File: config.mk
export PLATFORM = sky130hd
export DESIGN_NAME = lcabl_node_reduce
export DESIGN_NICKNAME = d
export VERILOG_FILES = /design/src/rtl/lcabl_pkg.sv /design/src/rtl/lcabl_node_reduce.sv
export SDC_FILE = /design/constraint.sdc
export NUM_CORES = 1
export LEC_CHECK = 0
export BUFFER_PORTS_ARGS = -buffer_cell sky130_fd_sc_hd__clkbuf_2
export CAP_MARGIN = 15
export CELL_PAD_IN_SITES_DETAIL_PLACEMENT = 0
export CELL_PAD_IN_SITES_GLOBAL_PLACEMENT = 1
export CORE_AREA = 2 2 40 42
export DETAILED_ROUTE_END_ITERATION = 7
export DIE_AREA = 0 0 42 44
export PLACE_DENSITY_LB_ADDON = 0.08
export REMOVE_ABC_BUFFERS = 1
export SYNTH_ARGS = -nofsm -noshare
export SYNTH_HDL_FRONTEND = slang
export SYNTH_SLANG_ARGS = --single-unit
File: constraint.sdc
create_clock -name i_clk -period 0.8 [get_ports i_clk]
set_clock_uncertainty 0.2 [all_clocks]
set_input_delay 0.08 -clock i_clk [delete_from_list [all_inputs] [get_ports i_clk]]
set_output_delay 0.08 -clock i_clk [all_outputs]
set_load 0.1 [all_outputs]
File: src/rtl/lcabl_pkg.sv
`timescale 1ns / 1ps

package lcabl_pkg;

    localparam int FIELD_W         = 10;
    localparam int CMD_W           = 2;
    localparam int MAX_NODES_DEF   = 1024;
    localparam int LIFT_LEVELS_DEF = 10;
    localparam int RECIP_SHIFT     = 21;
    localparam int RECIP_W         = 22;

    localparam logic [FIELD_W-1:0] ROOT_RESET = FIELD_W'(1);

    typedef enum logic [CMD_W-1:0] {
        CMD_LOAD  = 2'd0,
        CMD_BUILD = 2'd1,
        CMD_QUERY = 2'd2
    } t_cmd;

endpackage

File: src/rtl/lcabl_node_reduce.sv
`timescale 1ns / 1ps

module lcabl_node_reduce #(
    parameter int MAX_NODES = lcabl_pkg::MAX_NODES_DEF,
    parameter int NW        = $clog2(MAX_NODES)
) (
    input  logic                         i_clk,
    input  logic [lcabl_pkg::FIELD_W-1:0] i_value,
    output logic [NW-1:0]                o_node
);

    localparam int FW    = lcabl_pkg::FIELD_W;
    localparam int SH    = lcabl_pkg::RECIP_SHIFT;
    localparam int RW    = lcabl_pkg::RECIP_W;
    localparam int PW    = FW + RW;
    localparam int QW    = PW - SH;
    localparam longint RECIP = ((64'd1 << SH) + MAX_NODES - 1) / MAX_NODES;

    logic [FW-1:0] r_v;
    logic [QW-1:0] r_q;
    logic [NW-1:0] r_node;
    logic [PW-1:0] prod;
    logic [PW-1:0] rem;

    // quotient estimate by reciprocal, exact for ten-bit values
    assign prod = PW'(i_value) * PW'(RECIP);
    assign rem  = PW'(r_v) - (PW'(r_q) * PW'(MAX_NODES));

    always_ff @(posedge i_clk) begin
        r_v    <= i_value;
        r_q    <= prod[PW-1:SH];
        r_node <= rem[NW-1:0];
    end

    assign o_node = r_node;

endmodule

==> impl_metrics.tcl, run 1 <==
set metrics [dict create \
    cts_sinks 20 \
    syn_area_um2 400.4 \
    clk_latency_ps 280 \
    post-route-min-period_ps 1090 \
    start_util_pct 28.22 \
    yosys.area.top_type "dfxtp_1" \
    globalplace.congestion 0.6082 \
    yosysTopAreaCellShare_pct 100.0 \
    via_count 262 \
    routedWlPerCell_um 9.348 \
    tightestPinTransition_ps 93.97 \
    p_int_mw 1.378 \
    r2r-start "r_v[7]" \
    cts_tree "done" \
    crit_fanout 1 \
    row_count 14 \
    violations "setup timing" \
    comb_power_share_pct 19.5 \
    yosys-top-cells-count "dfxtp_1 (20)" \
    wl_um 645 \
    cts_post_setup_buffers_inserted 0 \
    num_io_pins 21 \
    rsz0062_at_grt "true" \
    place_area_um2 670.6 \
    ir_drop_mv 1.362 \
    syn_to_final_growth_pct 101.3 \
    yosys.cell_types.count 1 \
    max_slew_margin_pct 93.74 \
    h-tree-depth 1 \
    slowest_stage "dfxtp_2" \
    seq_power_share_pct 57.6 \
    drv_slew 0 \
    arrival_ps 810 \
    slowest_delay_ps 360 \
    multi_input_area_um2 0 \
    hold_class "flop to flop" \
    yosys_warnings 0 \
    route.detailed.drc 0 \
    vias_per_cell 3.797 \
    drt_iter0_drc 0 \
    place_ws_ps -15.00 \
    drv_cap 0 \
    grt-ovfl-total 0 \
    async_flop_share_pct 0 \
    final-seq-area_um2 412.9 \
    finalWorstSetupSlack_ps -290.4 \
    path_cells "buf_12" \
    root_buffer "clkbuf_4" \
    die_w_um 42 \
    p_clk_share_pct 22.9 \
    antenna_found_initial 0 \
    ys_ff_latch 20 \
    diodes 0 \
    synth_area_leaders "dfxtp_1 (100%)" \
    critPathTopFamily "flip-flops" \
    crit_required_ps 520 \
    drive_above_1_share_pct 62.26 \
    fmax_mhz 917.1 \
    final_cells 69 \
    utilization_pct 56.79 \
    placeableCoreArea_mm2 0.001419 \
    synth_edf_count 0 \
    dp.cells 56 \
    track_usage_pct 8.914 \
    swShare_pct 26.61 \
    start_kind "flop" \
    critPathLaunch "o_node[4]" \
    synth_cells 20 \
    fin_nets 66 \
    grt_max_degree 11 \
    grt_pass1_wl_um 1117 \
    setup_viol 10 \
    leakagePower_nw 0.3599 \
    hp-start "r_v[0]" \
    dieHeight_um 44 \
    syn_area_per_cell_um2 20.02 \
    clk_pin_slew_worst_paths_ps 90 \
    finalHoldViolCount 0 \
    cp-end-kind "primary output" \
    port_buffers 20 \
    stdcell_area_um2 805.8 \
    yosysSeqAreaShare_pct 100.0 \
    status "finished with violations" \
    cts_buffer_depth 2 \
    p_per_area_mw_per_mm2 2330 \
    multi_input_comb_cells 0 \
    synth_ff_type "dfxtp_1" \
    grt_pass1_vias 305 \
    fillCellCount 106 \
    worstSetupPathType "flop to primary output" \
    switching_power_mw 0.4995 \
    ant_nets 0 \
    cts-buffers-inserted 3 \
    crit_buf_inv 1 \
    firstDrtPassIters 1 \
    fin_crit_sh_pct 136.3 \
    yosysMostFrequentCell "dfxtp_1" \
    die_area_mm2 0.001848 \
]
-- metal layers --
| layer | vias up | track usage (%) | wire, um |
|---|---|---|---|
| met4 | 0 | 9.677 | 8 |
| met3 | 2 | 2.500 | 38 |
| met5 | - | 0 | 0 |
| met1 | 123 | 6.005 | 163 |
| li1 | 126 | - | - |
| met2 | 11 | 17.81 | 434 |
-- cells in the final DEF, fill, tap and decap left out --
master,instances
buf_12,10
dlygate4sd3_1,10
clkbuf_4,3
clkbuf_2,10
dfxtp_2,10
dfxtp_1,10
-- what timing repair did --
action | CTS | global route
hold buffers | 10 | 0
endpoints found under the hold margin | 10 | 0
gates resized for setup | 10 | 0
cloned | 0 | 0
endpoints found under the setup margin | 10 | 10
-- path summary, 6_finish.rpt --
kind | slack, ps | to | cells past startpoint
worst max register to register | 190 | o_node[7] | 0
worst min-delay path | 130 | o_node[0] | 0
worst min register to register | 130 | o_node[0] | 0
worst max-delay path | -290 | o_node[4] | 1
-- layout make-up --
cell class            count  share of cell area, %
timing repair buffer     30                  43.48
tap                      16                  2.484
sequential               20                  51.24
clock buffer              3                  2.795
-- power groups by stage --
| stage | sequential [mW] | combinational, mW | clock [mW] |
|---|---|---|---|
| 2_1_floorplan | 1.28 | 0 | 0 |
| 3_3_place_gp | 1.10 | 0.327 | 0 |
| 3_5_place_dp | 1.10 | 0.328 | 0 |
| 4_1_cts | 1.08 | 0.367 | 0.460 |
| 5_1_grt | 1.09 | 0.374 | 0.500 |
| 6_report | 1.08 | 0.365 | 0.431 |
-- metrics by stage --
step / hold WS (ps) / power, mW / TNS, ps
after floorplan: -92.28 / 1.277 / -3890
after global placement: -17.60 / 1.424 / -4.120
after detailed placement: -15.12 / 1.429 / -34.03
after CTS: 131.9 / 1.910 / -3013
after global routing: 135.0 / 1.960 / -3201
final: 130.6 / 1.877 / -2840
-- cells by family (layout without fill, tap and decap cells) --
logic type,count (synthesis),in the layout,share of synthesized area (%)
flops,20,20,100.0
buf+inv,0,33,0
-- sequential cells by signal (all words and copies together), names as in the netlist --
name	cells
r_v	10
o_node	10
No activity file was read; power rests on OpenSTA's default activity.
==> inputs of run 2 (changes only) <==
- clock period: 0.8 -> 1.24 ns (I/O delays scaled with it)
==> impl_metrics.tcl, run 2 (synthesis gave the netlist of run 1 again) <==
set metrics [dict create \
    clk_pin_slew_worst_paths_ps 90 \
    grt_max_degree 11 \
    cp-end-kind "primary output" \
    fin_nets 66 \
    leakagePower_nw 0.3598 \
    grt_pass1_vias 305 \
    final_cells 69 \
    comb_power_share_pct 19.5 \
    cts-buffers-inserted 3 \
    placeableCoreArea_mm2 0.001419 \
    crit_required_ps 920 \
    track_usage_pct 8.914 \
    multi_input_area_um2 0 \
    dp.cells 56 \
    die_area_mm2 0.001848 \
    cts_sinks 20 \
    rsz0062_at_grt "false" \
    h-tree-depth 1 \
    slowest_delay_ps 380 \
    drv_cap 0 \
    setup_viol 0 \
    seq_power_share_pct 57.6 \
    die_w_um 42 \
    slowest_stage "dfxtp_1" \
    cts_buffer_depth 2 \
    drv_slew 0 \
    hold_class "flop to flop" \
    port_buffers 20 \
    switching_power_mw 0.3210 \
    multi_input_comb_cells 0 \
    vias_per_cell 3.812 \
    fillCellCount 107 \
    num_io_pins 21 \
    crit_buf_inv 1 \
    tightestPinTransition_ps 119.6 \
    p_clk_share_pct 22.9 \
    drt_iter0_drc 0 \
    reg2reg_depth 0 \
    worstSetupPathType "flop to primary output" \
    root_buffer "clkbuf_4" \
    wl_um 637 \
    firstDrtPassIters 1 \
    final_common_cell "dfxtp_1" \
    crit_fanout 1 \
    row_count 14 \
    final_cell_mix "dfxtp_1 (20), dlygate4sd3_1 (10), clkbuf_2 (10), buf_12 (10), clkbuf_4 (3)" \
    ant_nets 0 \
    rrSetupSlack_ps 640 \
    globalplace.congestion 0.6082 \
    grt-ovfl-total 0 \
    swShare_pct 26.62 \
    tns_ps 0 \
    start_util_pct 28.22 \
    path_cells "buf_12" \
    arrival_ps 840 \
    start_kind "flop" \
    clk_latency_ps 280 \
    path_depth 1 \
    max_slew_margin_pct 92.01 \
    post_cts_resized 0 \
    antenna_found_initial 0 \
    critPathTopFamily "flip-flops" \
    syn_to_final_growth_pct 98.13 \
    fmax_mhz 857.4 \
    finalHoldViolCount 0 \
    via_count 263 \
    ir_drop_mv 0.8829 \
    post-route-min-period_ps 1166 \
    route.detailed.drc 0 \
    fin_crit_sh_pct 94.06 \
    p_int_mw 0.8848 \
    p_per_area_mw_per_mm2 1520 \
    holdPathStages 0 \
    status "completed" \
    cts_tree "done" \
    grt_pass1_wl_um 1117 \
    dieHeight_um 44 \
    routedWlPerCell_um 9.232 \
    drive_above_1_share_pct 43.40 \
    diodes 0 \
]
-- run 2: cell count changes in the layout (fill, tap and decap cells not counted) --
cell     before  now
dfxtp_1      10   20
dfxtp_2      10    0
-- run 2: final cells by class --
class / count / area [um^2] / area share [%]
clock buffers: 3 / 22.52 / 2.839
flip-flops and latches: 20 / 400.4 / 50.47
repair buffers: 30 / 350.3 / 44.16
well taps: 16 / 20.02 / 2.524
-- run 2: worst paths after layout --
check / start / endpoint
worst max-delay path: o_node[4] / o_node[4]
worst min-delay path: r_v[1] / o_node[1]
worst max register to register: r_v[7] / o_node[7]
worst min register to register: r_v[1] / o_node[1]
-- run 2: stage by stage --
stage | instance area (um^2) | power [mW] | setup WS, ps | utilization, % | hold WS, ps
floorplan | 400.4 | 0.8242 | 7.020 | - | -48.28
global placement | 670.6 | 0.9188 | 393.7 | 47.27 | 26.40
detailed placement | 670.6 | 0.9220 | 381.0 | 47.27 | 28.88
CTS | 793.3 | 1.228 | 50.44 | 55.91 | 136.0
global route | 793.3 | 1.260 | 29.37 | 55.91 | 140.6
finish | 793.3 | 1.206 | 73.71 | 55.91 | 134.2
-- run 2: what timing repair did --
item | 4_1_cts | 5_1_grt
setup buffers | 0 | 0
hold endpoints to repair | 10 | 0
hold buffers | 10 | 0
-- run 2: power groups by stage --
stage,clock (mW),sequential [mW],combinational [mW]
floorplan,0,0.824,0
global placement,0,0.708,0.211
detailed placement,0,0.710,0.212
CTS,0.297,0.695,0.236
global route,0.322,0.697,0.241
finish,0.277,0.694,0.235
-- run 2: per-layer routing --
metal	part of all wire [%]	GRT usage [%]	up-vias
li1	-	-	126
met1	24	6.005	124
met2	68	17.81	11
met3	6.0	2.500	2
met4	1.3	9.677	0
met5	0	0	-
